==> config.mk <==
export PLATFORM = sky130hd
export DESIGN_NAME = aedd_fifo
export DESIGN_NICKNAME = d
export VERILOG_FILES = /design/src/rtl/alpha_error_diffusion_dither_top_macros.svh /design/src/rtl/aedd_pkg.sv /design/src/rtl/aedd_fifo.sv
export SDC_FILE = /design/constraint.sdc
export NUM_CORES = 1
export LEC_CHECK = 0
export BUFFER_PORTS_ARGS = -buffer_cell sky130_fd_sc_hd__buf_2
export CAP_MARGIN = 20
export CELL_PAD_IN_SITES_DETAIL_PLACEMENT = 1
export CELL_PAD_IN_SITES_GLOBAL_PLACEMENT = 1
export CORE_MARGIN = 2
export CORE_UTILIZATION = 40
export CTS_BUF_LIST = sky130_fd_sc_hd__clkbuf_8
export DETAILED_ROUTE_END_ITERATION = 16
export HOLD_SLACK_MARGIN = 0.15
export PLACE_DENSITY = 0.86
export REMOVE_ABC_BUFFERS = 1
export SLEW_MARGIN = 5
export SYNTH_ARGS = -nofsm -noshare
export SYNTH_HDL_FRONTEND = slang
export SYNTH_SLANG_ARGS = --single-unit
==> constraint.sdc <==
create_clock -name clk -period 1.65 [get_ports clk]
set_input_delay 0.33 -clock clk [delete_from_list [all_inputs] [get_ports clk]]
set_output_delay 0.33 -clock clk [all_outputs]
set_load 0.02 [all_outputs]
==> src/rtl/alpha_error_diffusion_dither_top_macros.svh <==
// Assertion macros used by the dither back end (aedd_back).
`ifndef ALPHA_ERROR_DIFFUSION_DITHER_TOP_MACROS_SVH
`define ALPHA_ERROR_DIFFUSION_DITHER_TOP_MACROS_SVH

`ifndef NO_ASSERTIONS
`define AEDD_ASSERT(lbl, prop, msg) \
  lbl: assert property (@(posedge clk) disable iff (rst) prop) else $error(msg);
`define AEDD_ASSERT_NORST(lbl, prop, msg) \
  lbl: assert property (@(posedge clk) prop) else $error(msg);
`else
`define AEDD_ASSERT(lbl, prop, msg)
`define AEDD_ASSERT_NORST(lbl, prop, msg)
`endif

`endif

==> src/rtl/aedd_pkg.sv <==
// Package: widths, item and write-entry types, saturation helper for the dither.
`timescale 1ns / 1ps
`default_nettype none

package aedd_pkg;

  localparam int MAX_WIDTH    = 1024;
  localparam int COL_W        = $clog2(MAX_WIDTH);
  localparam int LW_W         = 11;
  localparam int ALPHA_W      = 8;
  localparam int ERR_W        = 9;
  localparam int CARRY_W      = 10;
  localparam int ITEM_Q_DEPTH = 2;
  localparam int Q_PTR_W      = $clog2(ITEM_Q_DEPTH);
  localparam int Q_CNT_W      = $clog2(ITEM_Q_DEPTH + 1);
  localparam int WQ_DEPTH     = 4;
  localparam int WQ_IDX_W     = $clog2(WQ_DEPTH);
  localparam int WQ_CNT_W     = $clog2(WQ_DEPTH + 1);
  localparam int NPUSH        = 3;

  localparam logic [ALPHA_W-1:0] ALPHA_ON  = 8'hFF;
  localparam logic [ALPHA_W-1:0] ALPHA_OFF = 8'h00;
  localparam logic signed [11:0] FULL_SCALE = 12'sd255;
  localparam logic signed [11:0] THRESHOLD  = 12'sh080;

  typedef struct packed {
    logic [ALPHA_W-1:0] alpha;
    logic               sof;
    logic [COL_W-1:0]   col;
    logic               last;
    logic               first_row;
    logic               buf_sel;
  } item_t;

  typedef struct packed {
    logic                    buf_sel;
    logic [COL_W-1:0]        addr;
    logic signed [ERR_W-1:0] data;
  } wr_t;

  function automatic logic signed [ERR_W-1:0] sat_err(input logic signed [13:0] v);
    logic signed [ERR_W-1:0] r;
    if (v < -14'sd256) begin
      r = -9'sd256;
    end else if (v > 14'sd255) begin
      r = 9'sd255;
    end else begin
      r = v[ERR_W-1:0];
    end
    return r;
  endfunction

endpackage

`default_nettype wire

==> src/rtl/aedd_fifo.sv <==
// Short item queue between the front end and the error back end.
`timescale 1ns / 1ps
`default_nettype none

module aedd_fifo (
  input  logic            clk,
  input  logic            rst,
  input  logic            push_valid,
  output logic            push_ready,
  input  aedd_pkg::item_t push_item,
  output logic            pop_valid,
  input  logic            pop_ready,
  output aedd_pkg::item_t pop_item
);

  aedd_pkg::item_t                slots [aedd_pkg::ITEM_Q_DEPTH];
  logic [aedd_pkg::Q_PTR_W-1:0]   wr_ptr;
  logic [aedd_pkg::Q_PTR_W-1:0]   rd_ptr;
  logic [aedd_pkg::Q_CNT_W-1:0]   count;
  logic                           push;
  logic                           pop;

  assign push_ready = count != aedd_pkg::Q_CNT_W'(aedd_pkg::ITEM_Q_DEPTH);
  assign pop_valid  = count != '0;
  assign pop_item   = slots[rd_ptr];
  assign push       = push_valid && push_ready;
  assign pop        = pop_valid && pop_ready;

  always_ff @(posedge clk) begin
    if (push) begin
      slots[wr_ptr] <= push_item;
    end
  end

  always_ff @(posedge clk) begin
    if (rst) begin
      wr_ptr <= '0;
      rd_ptr <= '0;
      count  <= '0;
    end else begin
      if (push) begin
        wr_ptr <= wr_ptr + aedd_pkg::Q_PTR_W'(1);
      end
      if (pop) begin
        rd_ptr <= rd_ptr + aedd_pkg::Q_PTR_W'(1);
      end
      unique case ({push, pop})
        2'b10:   count <= count + aedd_pkg::Q_CNT_W'(1);
        2'b01:   count <= count - aedd_pkg::Q_CNT_W'(1);
        default: count <= count;
      endcase
    end
  end

endmodule

`default_nettype wire

# After elaboration in Yosys (flattened, before gate mapping)
# Memory sizes are Yosys's and may differ from the RTL's. A register that Yosys moved wholly into a read port is not among the register bits.
# Cells that the tools add are included.
op_classes:
  add_sub_neg: 4
  shift: 0
  reduce_logical: 4
  n_bitwise: 0
  mul: 0
  n_lt_le_gt_ge: 0
  n_div: 0
  n_eq_ne: 3
  mux: 5
ops:
  columns: ["cell", "count"]
  rows:
  - ["$mux 1", 4]
  - ["$pmux 2 s2", 1]
  - ["$reduce_bool 2->1", 2]
  - ["$add 1x1->1 const B", 2]
  - ["$add 2x1->2 const B", 1]
  - ["$eq 2x1->1 const B", 1]
  - ["$eq 2x2->1 const B", 1]
  - ["$logic_and 1x1->1", 2]
  - ["$ne 2x2->1 const B", 1]
  - ["$sub 2x1->2 const B", 1]
word_totals:
  romBits: 0
  memories: 1
  register_bits: 4
  ramBits: 44
  latchBits: 0
  out_inout_bits: 24
  inputBits: 26
  wordCells: 20
mem_list:
  columns: ["name", "depth", "word_bits", "rd", "rd_ports_with_merged_regs", "wr", "line", "rtl"]
  rows:
  - ["slots", 2, 22, 1, 1, 1, "aedd_fifo.sv:16", "aedd_pkg::item_t slots [aedd_pkg::ITEM_Q_DEPTH];"]

# Depth between registers and ports, before layout
depth:
  ltp_word: 4
  mapped_depth: 6
  ltp_nobuf: 6

# Least setup slack after synthesis
# No wires, ideal clock.
synth_path:
  kind: "reg2reg"
  start: "register count[0] (netlist name)"
  end: "memory slots[1][0] (netlist name) (enable)"
  path_buffers: 0
  setup_time_ns: 0.381
  setup_slack_ns: -0.081
  arrival_time_ns: 1.350
  required_ns: 1.269
  path_stages_with_launch: 3
  period_less_slack_ns: 1.731
  path_cell_list: "dfxtp_1 -> nand2b_1 -> and3_1"
synth_via:
  elab_chain_len: 4
synth_rtl:
  columns: ["item", "line", "rtl"]
  rows:
  - ["start: declaration", "aedd_fifo.sv:19", "logic [aedd_pkg::Q_CNT_W-1:0] count;"]
  - ["start signal: assignment", "aedd_fifo.sv:48", "2'b10: count <= count + aedd_pkg::Q_CNT_W'(1);"]
  - ["start signal: assignment", "aedd_fifo.sv:49", "2'b01: count <= count - aedd_pkg::Q_CNT_W'(1);"]
  - ["start signal: assignment", "aedd_fifo.sv:50", "default: count <= count;"]
  - ["$ne 2x2->1", "aedd_fifo.sv:23", "assign push_ready = count != aedd_pkg::Q_CNT_W'(aedd_pkg::ITEM_Q_DEPTH);"]
  - ["named net push_ready", "aedd_fifo.sv:9", "output logic push_ready,"]
  - ["$logic_and 1x1->1", "aedd_fifo.sv:26", "assign push = push_valid && push_ready;"]
  - ["$mux 1", "aedd_fifo.sv:30", "if (push) begin"]
  - ["$mux 1 (not written as such)", "aedd_fifo.sv:31", "slots[wr_ptr] <= push_item;"]
  - ["end: declaration", "aedd_fifo.sv:16", null]
# The timed path passes the listed nets, and every way through them passes these cells.

==> flow_summary.ini <==
[status]
outcome = finished with violations
violations = negative setup slack

[yosys]
ys_seq_area_share_pct = 78.9
synthesis.instances = 92
synth_seq_cells = 49
synthDistinctLibCells = 19
synthTopCellsByArea = edfxtp_1, mux2_2, dfxtp_1, xnor2_1, ha_1
yosys.area.top_type_share_pct = 73.3
syn-mean-instance-area_um2 = 19.6
syn_area_um2 = 1800
ys_warn_count = 0
yosysTopAreaCell = edfxtp_1

[placement]
dpl.hpwl_um = 2520
gp_congestion = 0.704
io_buffers = 49
place_area_um2 = 2150

[global_routing]
grt_use_total_pct = 14.9
grt_pass1_vias = 1121
grt_antenna_before_repair = 0
grt_overflow = 0
grt_max_degree = 23
grt_pass1_wl_um = 5580

[critical_path]
required_ps = 1320
arrival_ps = 1320
crit_fanout = 7
critical-path-top-delay-family = flip-flops
cp_slowest_stage_delay_ps = 390
cpMaxStageDelayCell = dfxtp_4
worstSetupPathDepth = 3
cp-endpoint = pop_item[16]
r2r-end = count[1]
regToRegSetupSlack_ps = 130
r2r-start = count[0]
crit_chain = clkbuf_16 -> mux2_2 -> buf_6
start_kind = flop
cp-end-kind = output port
critPathKind = reg2out
ff2ff_path_depth = 5
path_buf_inv = 2

[detailed_routing]
num_vias = 1015
wl_um = 3780
via_per_inst = 4.98
wl_per_cell_um = 18.5
dr.pass1.iters = 4
drc_errors = 0
ant_nets = 0
drt_iter0_markers = 48

[timing]
tightest_slew_ps = 207
finalWorstSetupSlack_ps = -0.770
slew_headroom_pct = 86.2
fmaxAchievable_mhz = 606
maxSlewViolCount = 0
skew_ps = 3.60
setup_viol_count_final = 1
final.period_utilization_pct = 100
rsz0062_at_grt = yes
finalCriticalPeriod_ps = 1650
final-hold-violation-count = 0

[layout]
drive_gt1_share_pct = 57.2
layout_commonest_cell = edfxtp_1
layout_common_cells = edfxtp_1, buf_2, buf_6, mux2_2, mux2_4
num_antenna_cells = 0
multiInputGateArea_um2 = 412
register_area_um2 = 1430
final.fill_count = 402
nets = 179
fin_area_um2 = 2460
syn_to_final_growth_pct = 36.6

[worst_hold_path]
min_path_type = in2reg
hold_depth = 1

[power_and_ir_drop]
finalPower_w = 0.00394
power_density_nw_per_um2 = 1600
max-vdd-ir-drop_mv = 0.761
clkPwrFrac_pct = 16.1
intPower_w = 0.00273
p_leak_nw = 0.955
pwr-share-seq_pct = 42.9
swShare_pct = 30.8
switching_power_w = 0.00121
combPwrFrac_pct = 41.1

[floorplanning]
fp.dieArea_um2 = 5060
coreArea_um2 = 4350
die_w_um = 71.1
io_pins = 50
die_h_um = 71.1
fp-row-count = 24
start_util_pct = 41.4

[clock_network]
cts_buffer_depth = 2
clkLatencyLatePin_ps = 290
hold_buffers = 0
cts_inserted_buffers = 5
htreeDepth = 2
clock_sinks = 49
clk_pin_slew_worst_paths_ps = 80
clock-root-buffer = clkbuf_8
cts_tree = done

[job]
maxCapViolations = 0
[how the worst min path moves through the flow]
stage	startpoint	end	slack, ps
global placement	count[1]	count[1]	490
detailed placement	push_item[8]	slots[0][8]	530
CTS	push_item[6]	slots[0][6]	220
floorplan	rst	count[1]	400
finish	push_item[8]	slots[1][8]	230
global route	push_item[20]	slots[1][20]	210
[per-stage QoR]
| step | hold WS [ps] | util (%) | setup TNS (ps) | setup slack (ps) | instances |
|---|---|---|---|---|---|
| 2_1_floorplan | 399 | - | -1780 | -80.8 | 90 |
| 3_3_place_gp | 495 | 49.4 | 0 | 162 | 196 |
| 3_5_place_dp | 527 | 49.4 | 0 | 25.5 | 196 |
| 4_1_cts | 217 | 51.8 | -79.9 | -23.9 | 203 |
| 5_1_grt | 215 | 56.5 | -367 | -42.6 | 204 |
| 6_report | 229 | 56.5 | -0.770 | -0.770 | 204 |
[power groups by stage]
stage / clock (W) / sequential [W] / combinational [W]
floorplan: 0 / 0.00170 / 0.000744
global placement: 0 / 0.00166 / 0.00115
detailed placement: 0 / 0.00168 / 0.00120
CTS: 0.000668 / 0.00167 / 0.00126
global route: 0.000704 / 0.00171 / 0.00172
finish: 0.000633 / 0.00169 / 0.00162
[cell type report]
cell class	count	share of cell area (%)
well taps	52	2.64
multi-input cells	40	16.7
repair buffers	55	19.4
flip-flops and latches	49	58.0
inverters	1	0.153
clock buffers	5	2.80
clock inverters	2	0.305
[cells in the mapped netlist]
master,number
dfxtp_1,5
o21ai_0,1
or2_2,1
buf_2,2
mux2_2,22
nand3b_1,1
ha_1,1
xor2_1,1
nand2_1,1
a21oi_1,2
xnor2_1,2
or3_1,1
and3_1,1
o21a_1,1
inv_1,1
nor2_1,3
edfxtp_1,44
a21bo_2,1
nand2b_1,1
[logic make-up (layout without fill, tap and decap cells)]
| kind of cell | after synthesis | after routing | share of synthesized area (%) |
|---|---|---|---|
| AOI/OAI and AO/OA | 5 | 5 | 1.81 |
| xor gates and xnor gates | 3 | 3 | 1.46 |
| adders and majority gates | 1 | 1 | 0.694 |
| buffers and inverters | 3 | 63 | 0.764 |
| DFF | 49 | 49 | 78.9 |
| muxes | 22 | 22 | 13.8 |
| and+or+nand+nor | 9 | 9 | 2.64 |
[repair_timing]
item,4_1_cts,5_1_grt
pin swaps,0,0
setup buffers,0,0
setup endpoints to repair,17,23
resized for setup,7,56
gates cloned,0,1
[worst reg2reg max path: cells and delay by family (launching register included)]
| kind | cells | cell delay [ps] |
|---|---|---|
| AO/OA/AOI/OAI | 1 | 160 |
| adder cells (fa/ha/maj) | 1 | 330 |
| flip-flops | 1 | 380 |
| AND/OR/NAND/NOR | 3 | 580 |
[metal layers]
metal / up-vias / routed length (um) / global-route usage [%] / part of all wire (%)
met4: 0 / 38 / 5.03 / 1.0
met5: - / 0 / 0 / 0
met2: 35 / 2080 / 26.5 / 55
li1: 472 / - / - / -
met3: 5 / 207 / 4.56 / 5.5
met1: 503 / 1460 / 17.0 / 39
[registers in the layout, indices dropped and copies added (netlist names), named ones only]
register  flops
count         2
rd_ptr        1
slots        44
wr_ptr        1
Note: power is estimated with default switching activity, not from simulation.
