## config.mk

```make
export PLATFORM = sky130hd
export DESIGN_NAME = aedd_front
export DESIGN_NICKNAME = d
export VERILOG_FILES = /design/src/rtl/alpha_error_diffusion_dither_top_macros.svh /design/src/rtl/aedd_pkg.sv /design/src/rtl/aedd_front.sv
export SDC_FILE = /design/constraint.sdc
export NUM_CORES = 1
export LEC_CHECK = 0
export BUFFER_PORTS_ARGS = -buffer_cell sky130_fd_sc_hd__buf_2
export CAP_MARGIN = 25
export CELL_PAD_IN_SITES_DETAIL_PLACEMENT = 0
export CELL_PAD_IN_SITES_GLOBAL_PLACEMENT = 1
export CORE_MARGIN = 4
export CORE_UTILIZATION = 33
export DETAILED_ROUTE_END_ITERATION = 10
export HOLD_SLACK_MARGIN = 0.06
export MAX_ROUTING_LAYER = met4
export PLACE_DENSITY_LB_ADDON = 0.2
export SYNTH_ARGS = -nofsm -noshare
export SYNTH_HDL_FRONTEND = slang
export SYNTH_SLANG_ARGS = --single-unit
```

## constraint.sdc

```tcl
create_clock -name clk -period 3.7 [get_ports clk]
set_input_delay 0.37 -clock clk [delete_from_list [all_inputs] [get_ports clk]]
set_output_delay 0.37 -clock clk [all_outputs]
set_load 0.02 [all_outputs]
```

## src/rtl/alpha_error_diffusion_dither_top_macros.svh

```systemverilog
// Assertion macros used by the dither back end (aedd_back).
`ifndef ALPHA_ERROR_DIFFUSION_DITHER_TOP_MACROS_SVH
`define ALPHA_ERROR_DIFFUSION_DITHER_TOP_MACROS_SVH

`ifndef NO_ASSERTIONS
`define AEDD_ASSERT(lbl, prop, msg) \
  lbl: assert property (@(posedge clk) disable iff (rst) prop) else $error(msg);
`define AEDD_ASSERT_NORST(lbl, prop, msg) \
  lbl: assert property (@(posedge clk) prop) else $error(msg);
`else
`define AEDD_ASSERT(lbl, prop, msg)
`define AEDD_ASSERT_NORST(lbl, prop, msg)
`endif

`endif

```

## src/rtl/aedd_pkg.sv

```systemverilog
// Package: widths, item and write-entry types, saturation helper for the dither.
`timescale 1ns / 1ps
`default_nettype none

package aedd_pkg;

  localparam int MAX_WIDTH    = 1024;
  localparam int COL_W        = $clog2(MAX_WIDTH);
  localparam int LW_W         = 11;
  localparam int ALPHA_W      = 8;
  localparam int ERR_W        = 9;
  localparam int CARRY_W      = 10;
  localparam int ITEM_Q_DEPTH = 2;
  localparam int Q_PTR_W      = $clog2(ITEM_Q_DEPTH);
  localparam int Q_CNT_W      = $clog2(ITEM_Q_DEPTH + 1);
  localparam int WQ_DEPTH     = 4;
  localparam int WQ_IDX_W     = $clog2(WQ_DEPTH);
  localparam int WQ_CNT_W     = $clog2(WQ_DEPTH + 1);
  localparam int NPUSH        = 3;

  localparam logic [ALPHA_W-1:0] ALPHA_ON  = 8'hFF;
  localparam logic [ALPHA_W-1:0] ALPHA_OFF = 8'h00;
  localparam logic signed [11:0] FULL_SCALE = 12'sd255;
  localparam logic signed [11:0] THRESHOLD  = 12'sh080;

  typedef struct packed {
    logic [ALPHA_W-1:0] alpha;
    logic               sof;
    logic [COL_W-1:0]   col;
    logic               last;
    logic               first_row;
    logic               buf_sel;
  } item_t;

  typedef struct packed {
    logic                    buf_sel;
    logic [COL_W-1:0]        addr;
    logic signed [ERR_W-1:0] data;
  } wr_t;

  function automatic logic signed [ERR_W-1:0] sat_err(input logic signed [13:0] v);
    logic signed [ERR_W-1:0] r;
    if (v < -14'sd256) begin
      r = -9'sd256;
    end else if (v > 14'sd255) begin
      r = 9'sd255;
    end else begin
      r = v[ERR_W-1:0];
    end
    return r;
  endfunction

endpackage

`default_nettype wire

```

## src/rtl/aedd_front.sv

```systemverilog
// Front end: accept pixels, track column, row and buffer, tag each item.
`timescale 1ns / 1ps
`default_nettype none

module aedd_front (
  input  logic                         clk,
  input  logic                         rst,
  input  logic                         in_valid,
  output logic                         in_ready,
  input  logic [aedd_pkg::ALPHA_W-1:0] alpha_in,
  input  logic                         start_of_image,
  input  logic [aedd_pkg::LW_W-1:0]    line_width,
  output logic                         push_valid,
  input  logic                         push_ready,
  output aedd_pkg::item_t              push_item
);

  logic [aedd_pkg::COL_W-1:0] column;
  logic                       first_row;
  logic                       buffer_select;
  logic [aedd_pkg::COL_W-1:0] x;
  logic                       fr;
  logic                       bs;
  logic [aedd_pkg::LW_W-1:0]  w_eff;
  logic                       last;

  always_comb begin
    x  = start_of_image ? '0 : column;
    fr = start_of_image ? 1'b1 : first_row;
    bs = start_of_image ? 1'b0 : buffer_select;
    if (line_width == '0) begin
      w_eff = aedd_pkg::LW_W'(1);
    end else if (line_width > aedd_pkg::LW_W'(aedd_pkg::MAX_WIDTH)) begin
      w_eff = aedd_pkg::LW_W'(aedd_pkg::MAX_WIDTH);
    end else begin
      w_eff = line_width;
    end
    last = ({1'b0, x} + aedd_pkg::LW_W'(1)) >= w_eff;
    push_item.alpha     = alpha_in;
    push_item.sof       = start_of_image;
    push_item.col       = x;
    push_item.last      = last;
    push_item.first_row = fr;
    push_item.buf_sel   = bs;
  end

  assign push_valid = in_valid;
  assign in_ready   = push_ready;

  always_ff @(posedge clk) begin
    if (rst) begin
      column        <= '0;
      first_row     <= 1'b1;
      buffer_select <= 1'b0;
    end else if (in_valid && push_ready) begin
      if (last) begin
        column        <= '0;
        first_row     <= 1'b0;
        buffer_select <= ~bs;
      end else begin
        column        <= x + aedd_pkg::COL_W'(1);
        first_row     <= fr;
        buffer_select <= bs;
      end
    end
  end

endmodule

`default_nettype wire

```

# Word level (Yosys, flattened, before mapping)
# Cells that the tools add are included.
# word_totals
ff_bits,12
word_cells,18
inputBits,24
# op_classes
n_reduce_logical,2
add_sub_neg,2
magnitude_cmp,2
muxes,8
bitwise_logic,1
# op_table
op,n
$mux 11,2
$mux 10,2
$add 10x1->11 const B,1
$ge 11x11->1,1
$gt 11x11->1 const B,1
$logic_not 11->1,1
$add 10x1->10 const B,1
$mux 1,4
$logic_and 1x1->1,1
$not 1->1,1

# Longest topological paths before layout
# Gate-level depths: netlist of run 1.
# depth
word_depth,5
depth_mapped,13
ltp_nobuf,12

# Least setup slack after synthesis of run 1
# Ideal clock, no wire load.
# synth_timing
kind,input-to-reg
startpoint,in start_of_image
endpoint,reg column[0] (netlist bit)
t_required_ns,3.639
path_stages,12
arrival_time_ns,3.268
setup_slack_ns,0.371
path_buffers,1
setup_ns,0.061
cell_sequence,clkbuf_1 > nor2b_1 > ha_1 > nand3_1 > xor2_1 > nor2_1 > ha_1 > a21o_1 > a211o_1 > a41o_2 > a2111oi_4 > a22o_1
# synth_rtl
item,line_no,rtl
from (decl),aedd_front.sv:11,"input logic start_of_image,"
to (signal assigned),aedd_front.sv:61,column <= x + aedd_pkg::COL_W'(1);
to (decl),aedd_front.sv:18,logic [aedd_pkg::COL_W-1:0] column;

==> results of run 1 <==
==> how the worst max path moves through the flow <==
stage,endpoint,cells after the start,from
2_1_floorplan,column[0],12,start_of_image
5_1_grt,push_item[2],10,column[1]
6_report,push_item[2],11,column[1]
3_3_place_gp,column[8],14,start_of_image
3_5_place_dp,column[9],14,start_of_image
4_1_cts,push_item[2],11,column[1]
==> layer usage <==
layer	routed length, um	part of all wire, %	track usage [%]
met1	1330	50	16.9
met2	1130	43	20.9
met3	143	5.4	1.37
met4	38	1.4	6.99
met5	0	0	-
==> stage by stage <==
step / setup WS, ns / cell area [um^2]
after global placement: 0.484 / 1210
after detailed placement: 0.457 / 1210
after floorplan: 0.371 / 1100
after CTS: 0.278 / 1250
after global routing: 0.0652 / 1250
final: 0.294 / 1250
==> flip-flops by register name, indices dropped and copies added, names as in the netlist <==
register	count
buffer_select	1
column	10
first_row	1
==> final cells by class <==
type	count	area, um^2	area share (%)
clock buffers	4	36.3	2.91
flip-flops and latches	12	240	19.3
repair buffers	34	178	14.3
well taps	44	55.1	4.42
inverters	3	11.3	0.904
multi-input cells	103	726	58.2
==> power by group through the flow <==
stage	clock, W	sequential [W]	combinational, W
3_5_place_dp	0	0.000135	0.0000530
2_1_floorplan	0	0.000134	0.0000453
5_1_grt	0.000115	0.000132	0.0000592
6_report	0.000108	0.000132	0.0000523
3_3_place_gp	0	0.000135	0.0000516
4_1_cts	0.000110	0.000132	0.0000530
==> cell families after synthesis <==
kind of cell | share of synthesized area (%)
adders and majority gates | 13.7
AOI/OAI and AO/OA | 20.4
xor gates and xnor gates | 6.39
and+or+nand+nor | 25.7
DFF | 21.9
buffers and inverters | 12.0
==> worst max-delay path, stage by stage (launching register included) <==
cell	delay (ns)
dfxtp_1	0.42
nor2b_1	0.24
ha_1	0.29
nand3_1	0.11
xor2_1	0.16
nor2_1	0.15
ha_1	0.27
a21o_1	0.16
a211o_1	0.28
a41o_2	0.28
a21o_2	0.23
buf_2	0.16
==> Yosys cell counts, types with 3 or more instances <==
master    count
dfxtp_1      12
xnor2_1       3
nor2b_1      11
xor2_1        5
nor3_1        4
ha_1         12
a22o_1       10
nand2_1      17
o21ai_0       3
nand3_1       6
buf_4        14
clkbuf_1      4
nor2_1        8
a21oi_1       5
a211oi_1      3
==> results.md, run 1 <==
- Worst-Skew Late Latency: 0.28 ns
- DR vias/cell: 4.97
- Internal power: 0.000211 W
- CTS buffer count: 3
- Nets: 193
- Crit Path Class: register to primary output
- Synth top area share: 21.9%
- R2R Path End: column[9]
- Largest net degree at the start of global routing: 17
- Share of layout cells above drive strength 1: 27.6%
- Outcome: finished, final reports clean
- Gr ovfl total: 0
- Tmin final: 3.41 ns
- Most frequent cells in the layout: buf_2 (31), nand2_1 (17), ha_1 (12), dfxtp_1 (12), nor2b_1 (11)
- Max rail drop VDD: 0.0000840 V
- Die Y: 65.7 um
- Yosys warning total: 0
- Sequential Power Share: 45.2%
- Syn_nets: 172
- Power Total: 0.000292 W
- Highest Clock Rate: 0.294 GHz
- Seq/Total Area, Yosys: 21.9%
- Reg2reg setup slack: 0.53 ns
- Mean post-synth cell area: 8.07 um^2
- Yosys cell types: 31
- Worst Setup End Kind: primary output
- Detailed-placement wirelength estimate: 2.13 mm
- I/O pin count: 48
- Initial antenna violation count: 0
- Hold Vio Cnt, Final: 0
- Most common cell after layout, fill and taps aside: buf_2
- Sink Count: 12
- Vias in the first global route: 983
- Ant. Diodes: 0
- Fillers: 337
- Initial cell density of the core: 35.1%
- Switching Power: 0.0000808 W
- Worst-path maximum fanout: 5
- RSZ-0062 raised after global routing: false
- CTS tree: yes
- Core Box Area: 3130 um^2
- Finished Layout Cells: 200
- CTS max path bufs: 2
- Synthesized area: 1100 um^2
- H-tree levels: 1
- 1st-iter DRT viols: 50
- WHS Endpoint: first_row
- Final Cycle Share: 92.0%
- Area growth, synth to finish: 13.6%
- Biggest area consumer among synthesized cells: dfxtp_1
- All-layer global routing usage: 13.3%
- Max cap viols: 0
- R2R depth: 12
- Clock power share: 36.9%
- Layout Utilization: 39.8%
- Power per cell area: 234 nW/um^2
- HP Class: primary input to register
- Post-CTS sizing: 0
- Worst Setup Start Kind: register
- First-pass GRT wire length: 4.37 mm
- Clock Tree Root: clkbuf_4
- Setup repair bufs after CTS: 0
- Die area: 4310 um^2
- # hold bufs at CTS: 0
- Worst-Margin Slew: 0.727 ns
- Slew HR: 51.0%
- Ys async rst share: 0%
- Drt wl/cell: 13.2 um
- Worst path arrival time: 3.04 ns
- Hold slack: 0.443 ns
- Leak: 0.619 nW
- Site Rows: 20
- Post-DRT Antenna Nets: 0
- Main synth FF type: dfxtp_1
- WHS Path Cells: 3
- Post-synth EDFFs: 0
- Req. time, crit path: 3.33 ns
- Die X: 65.7 um
- Wirelength, routed: 2.63 mm
- Top cells by area, synth: dfxtp_1 (22%), ha_1 (14%), buf_4 (9.6%), a22o_1 (8.0%), nor2b_1 (6.3%)
- Sw Share: 27.7%
- Logic pwr share: 17.9%
- Slew Limit Fails: 0
- Setup tns final: 0 ns
- Clock transition at the registers of the reported paths: 0.09 ns
- Placed Cells: 196
- Via count: 993
- Mapped Cells: 136
- Max Clock Skew: 0.00724 ns
- R2r startpoint: column[1]
- Routability Congestion: 0.808
- Final setup fails: 0
- Synthesized flop and latch total: 12
- Number of port buffers: 31
- DRC viols: 0
- TritonRoute pass-1 iters: 4
- Hold_sp: rst
No activity file was read; power rests on OpenSTA's default activity.
==> run 2, diff against run 1 <==
--- a/config.mk
+++ b/config.mk
@@ -9,7 +9,7 @@
 export CAP_MARGIN = 25
 export CELL_PAD_IN_SITES_DETAIL_PLACEMENT = 0
 export CELL_PAD_IN_SITES_GLOBAL_PLACEMENT = 1
-export CORE_MARGIN = 4
+export CORE_MARGIN = 3
 export CORE_UTILIZATION = 33
 export DETAILED_ROUTE_END_ITERATION = 10
 export HOLD_SLACK_MARGIN = 0.06
==> run 2 against run 1 <==
- register-to-register slack better by 0.07 ns
- wire length up 1.3%
- worst setup slack better by 0.068 ns
- critical path type unchanged
- critical endpoint unchanged
- largest cell class unchanged
- highest routed layer unchanged
==> results.md, run 2 (same netlist as run 1, synthesis figures left out) <==
- RSZ-0062 raised after global routing: false
- R2r startpoint: column[0]
- Vias in the first global route: 972
- Hold slack: 0.445 ns
- DRC viols: 0
- Hold Vio Cnt, Final: 0
- Final setup fails: 0
- Die Y: 63.7 um
- Max Clock Skew: 0.00145 ns
- Ant. Diodes: 0
- CTS buffer count: 3
- Worst-Margin Slew: 0.732 ns
- 1st-iter DRT viols: 39
- Initial antenna violation count: 0
- Wirelength, routed: 2.67 mm
- Setup tns final: 0 ns
- I/O pin count: 48
- H-tree levels: 1
- Die X: 63.7 um
- Number of port buffers: 31
- Reg2reg setup slack: 0.60 ns
- Fillers: 347
- DR vias/cell: 4.93
- # hold bufs at CTS: 0
- Post-CTS sizing: 0
- Most frequent cells in the layout: buf_2 (31), nand2_1 (17), ha_1 (12), dfxtp_1 (12), nor2b_1 (11)
- Hold_sp: rst
- Max cap viols: 0
- Worst-path maximum fanout: 5
- WHS Path Cells: 3
- Top reg by flops: column
- Initial cell density of the core: 35.4%
- Via count: 986
- All-layer global routing usage: 14.4%
- Setup repair bufs after CTS: 0
- WHS Endpoint: first_row
- Area growth, synth to finish: 13.6%
- Detailed-placement wirelength estimate: 2.20 mm
- R2R Path End: column[1]
- HP Class: primary input to register
- Gr ovfl total: 0
- Worst-Skew Late Latency: 0.28 ns
- First-pass GRT wire length: 4.57 mm
- Clock Tree Root: clkbuf_4
- Crit Path Class: register to primary output
- Highest Clock Rate: 0.300 GHz
- CTS max path bufs: 2
- Post-DRT Antenna Nets: 0
- Biggest regs: column: 10 flops, buffer_select: 1 flops, first_row: 1 flops
- Leak: 0.619 nW
- Die area: 4050 um^2
- TritonRoute pass-1 iters: 4
- Req. time, crit path: 3.33 ns
- Core Box Area: 3100 um^2
- Max reg flops: 10
- Nets: 193
- CTS tree: yes
- Final Cycle Share: 90.2%
- Share of layout cells above drive strength 1: 27.6%
- Worst Setup Start Kind: register
- Largest net degree at the start of global routing: 17
- Worst Setup End Kind: primary output
- Most common cell after layout, fill and taps aside: buf_2
- Routability Congestion: 0.774
- Worst path arrival time: 2.97 ns
- Clock transition at the registers of the reported paths: 0.08 ns
- Tmin final: 3.34 ns
- R2R depth: 13
- Site Rows: 20
- Power per cell area: 234 nW/um^2
- Drt wl/cell: 13.3 um
- Sink Count: 12
- Slew Limit Fails: 0
- Max rail drop VDD: 0.0000841 V
- Slew HR: 50.7%
- Outcome: finished, final reports clean
run 2: cell counts in the layout (fill, tap and decap cells not counted):
No cell type changed its count.
run 2: metrics by stage:
stage	worst slack, ns	util (%)	area (um^2)	power (W)	cells
after floorplan	0.371	-	1100	0.000180	136
after global placement	0.481	39.0	1210	0.000187	196
after detailed placement	0.434	39.0	1210	0.000188	196
after CTS	0.338	40.2	1250	0.000295	200
after global routing	0.170	40.2	1250	0.000305	200
final	0.363	40.2	1250	0.000292	200
run 2: where the power goes:
group	internal [W]	switching [W]	leakage, nW
logic	0.0000208	0.0000318	0.501
clock network	0.0000599	0.0000477	0.0210
registers	0.000130	0.00000149	0.0969
run 2: worst max-delay path: stages, from the launching register on:
cell	delay [ns]
dfxtp_1	0.41
nand2b_1	0.10
inv_1	0.12
ha_1	0.25
nand3_1	0.12
xor2_1	0.16
nor2_1	0.13
ha_1	0.26
a21o_1	0.16
a211o_1	0.29
a41o_2	0.29
a21o_2	0.24
buf_2	0.15
run 2: final cells by class:
cell class / instances / area [um^2] / share of cell area, %
flip-flops and latches: 12 / 240 / 19.3
inverters: 3 / 11.3 / 0.904
multi-input cells: 103 / 726 / 58.2
clock buffers: 4 / 36.3 / 2.91
repair buffers: 34 / 178 / 14.3
well taps: 44 / 55.1 / 4.42
run 2: worst max-delay path by stage:
stage / startpoint / endpoint / slack (ns) / depth (start not counted)
2_1_floorplan: start_of_image / column[0] / 0.37 / 12
3_3_place_gp: start_of_image / column[8] / 0.48 / 14
3_5_place_dp: start_of_image / column[1] / 0.43 / 14
4_1_cts: column[1] / push_item[2] / 0.34 / 11
5_1_grt: column[0] / push_item[2] / 0.17 / 12
6_report: column[0] / push_item[2] / 0.36 / 12
run 2: layer usage:
metal  share of wire [%]  up-vias  GRT usage, %
met2                  46       27          22.7
met3                 4.9        5          1.96
li1                    -      510             -
met4                 1.3        0          7.55
met5                   0        -             -
met1                  48      444          17.7
==> run 3, diff against run 2 <==
--- a/config.mk
+++ b/config.mk
@@ -7,7 +7,7 @@
 export LEC_CHECK = 0
 export BUFFER_PORTS_ARGS = -buffer_cell sky130_fd_sc_hd__buf_2
 export CAP_MARGIN = 25
-export CELL_PAD_IN_SITES_DETAIL_PLACEMENT = 0
+export CELL_PAD_IN_SITES_DETAIL_PLACEMENT = 1
 export CELL_PAD_IN_SITES_GLOBAL_PLACEMENT = 1
 export CORE_MARGIN = 3
 export CORE_UTILIZATION = 33
==> run 3 against run 2 <==
- critical path depth shrank 1
- cell count is the same
- first-iteration DRC count shrank 49%
- register-to-register slack lost 0.04 ns
- flip-flop and latch count is the same
- clock power grew 5%
- worst setup slack lost 0.048 ns
- largest cell class unchanged
- non-clock buffer count is the same
==> results.md, run 3 (same netlist as run 1, synthesis figures left out) <==
- Power per cell area: 240 nW/um^2
- # hold bufs at CTS: 0
- Drt wl/cell: 15.0 um
- FF+latch area: 240 um^2
- Number of port buffers: 31
- WHS Endpoint: first_row
- Site Rows: 20
- Worst Setup Start Kind: register
- Max Clock Skew: 0.00331 ns
- Die area: 4050 um^2
- Setup repair bufs after CTS: 0
- Initial cell density of the core: 35.4%
- Wirelength, routed: 2.99 mm
- HP Class: primary input to register
- R2R depth: 12
- CTS buffer count: 3
- R2R Path End: column[1]
- Worst-path maximum fanout: 5
- Share of layout cells above drive strength 1: 27.6%
- CTS tree: yes
- Sink Count: 12
- Fillers: 410
- Slew HR: 51.6%
- Post-CTS sizing: 0
- All-layer global routing usage: 15.8%
- Post-DRT Antenna Nets: 0
- Worst-Margin Slew: 0.719 ns
- Most frequent cells in the layout: buf_2 (31), nand2_1 (17), ha_1 (12), dfxtp_1 (12), nor2b_1 (11)
- Outcome: finished, final reports clean
- Clock Tree Root: clkbuf_4
- Ant. Diodes: 0
- Req. time, crit path: 3.33 ns
- Largest net degree at the start of global routing: 17
- H-tree levels: 1
- Die X: 63.7 um
- Max reg flops: 10
- Biggest regs: column: 10 flops, buffer_select: 1 flops, first_row: 1 flops
- Final Cycle Share: 91.5%
- First-pass GRT wire length: 4.99 mm
- Hold Vio Cnt, Final: 0
- Vias in the first global route: 1099
- RSZ-0062 raised after global routing: false
- Area growth, synth to finish: 13.6%
- Slew Limit Fails: 0
- Leak: 0.619 nW
- Clock transition at the registers of the reported paths: 0.09 ns
- Core Box Area: 3100 um^2
- Setup tns final: 0 ns
- Final setup fails: 0
- Reg2reg setup slack: 0.56 ns
- Area of the multi-input gates: 726 um^2
- Max rail drop VDD: 0.0000677 V
- Hold_sp: rst
- 1st-iter DRT viols: 20
- Highest Clock Rate: 0.295 GHz
- TritonRoute pass-1 iters: 4
- DRC viols: 0
- WHS Path Cells: 3
- Max cap viols: 0
- DR vias/cell: 5.13
- Worst-Skew Late Latency: 0.28 ns
- Nets: 193
- Detailed-placement wirelength estimate: 2.47 mm
- R2r startpoint: column[1]
- CTS max path bufs: 2
- Via count: 1025
- Worst path arrival time: 3.01 ns
- Tmin final: 3.38 ns
- Die Y: 63.7 um
- Worst setup margin: 0.315 ns
- Setup crit start: column[1]
- Gr ovfl total: 0
- Routability Congestion: 0.774
- Top reg by flops: column
- Worst Setup End Kind: primary output
- Setup WS pre-CTS: 0.396 ns
- I/O pin count: 48
- Most common cell after layout, fill and taps aside: buf_2
- Crit Path Class: register to primary output
- Initial antenna violation count: 0
run 3: area by class of cell:
type,count,area share (%)
sequential,12,19.3
tap,44,4.42
clock buffer,4,2.91
multi-input combinational,103,58.2
timing repair buffer,34,14.3
inverter,3,0.904
run 3: critical path, stage by stage (launching register included):
cell,delay [ns]
dfxtp_1,0.42
nor2b_1,0.22
ha_1,0.29
nand3_1,0.12
xor2_1,0.16
nor2_1,0.14
ha_1,0.26
a21o_1,0.16
a211o_1,0.28
a41o_2,0.29
a21o_2,0.23
buf_2,0.15
run 3: power by group:
group / switching, W / internal (W) / total, W
logic: 0.0000327 / 0.0000210 / 0.0000537
clock network: 0.0000531 / 0.0000599 / 0.000113
registers: 0.00000153 / 0.000130 / 0.000132
total: 0.0000874 / 0.000211 / 0.000299
run 3: stage by stage:
| step | cell area (um^2) | power, W | hold WS (ns) | utilization [%] | instances |
|---|---|---|---|---|---|
| 3_5_place_dp | 1210 | 0.000189 | 0.453 | 39.0 | 196 |
| 5_1_grt | 1250 | 0.000312 | 0.472 | 40.2 | 200 |
| 2_1_floorplan | 1100 | 0.000180 | 0.435 | - | 136 |
| 3_3_place_gp | 1210 | 0.000187 | 0.454 | 39.0 | 196 |
| 4_1_cts | 1250 | 0.000299 | 0.451 | 40.2 | 200 |
| 6_report | 1250 | 0.000299 | 0.451 | 40.2 | 200 |
run 3: how the worst max path moves through the flow:
stage / to / slack (ns) / cells past startpoint
6_report: push_item[2] / 0.32 / 11
5_1_grt: push_item[2] / 0.09 / 10
4_1_cts: push_item[2] / 0.30 / 12
3_5_place_dp: column[1] / 0.40 / 14
3_3_place_gp: column[8] / 0.48 / 14
2_1_floorplan: column[0] / 0.37 / 12
run 3: routing by layer:
| layer | up-vias | part of all wire (%) | global-route usage, % |
|---|---|---|---|
| li1 | 514 | - | - |
| met1 | 475 | 46 | 19.1 |
| met2 | 30 | 47 | 26.9 |
| met3 | 6 | 5.7 | 1.78 |
| met4 | 0 | 1.6 | 5.93 |
| met5 | - | 0 | - |
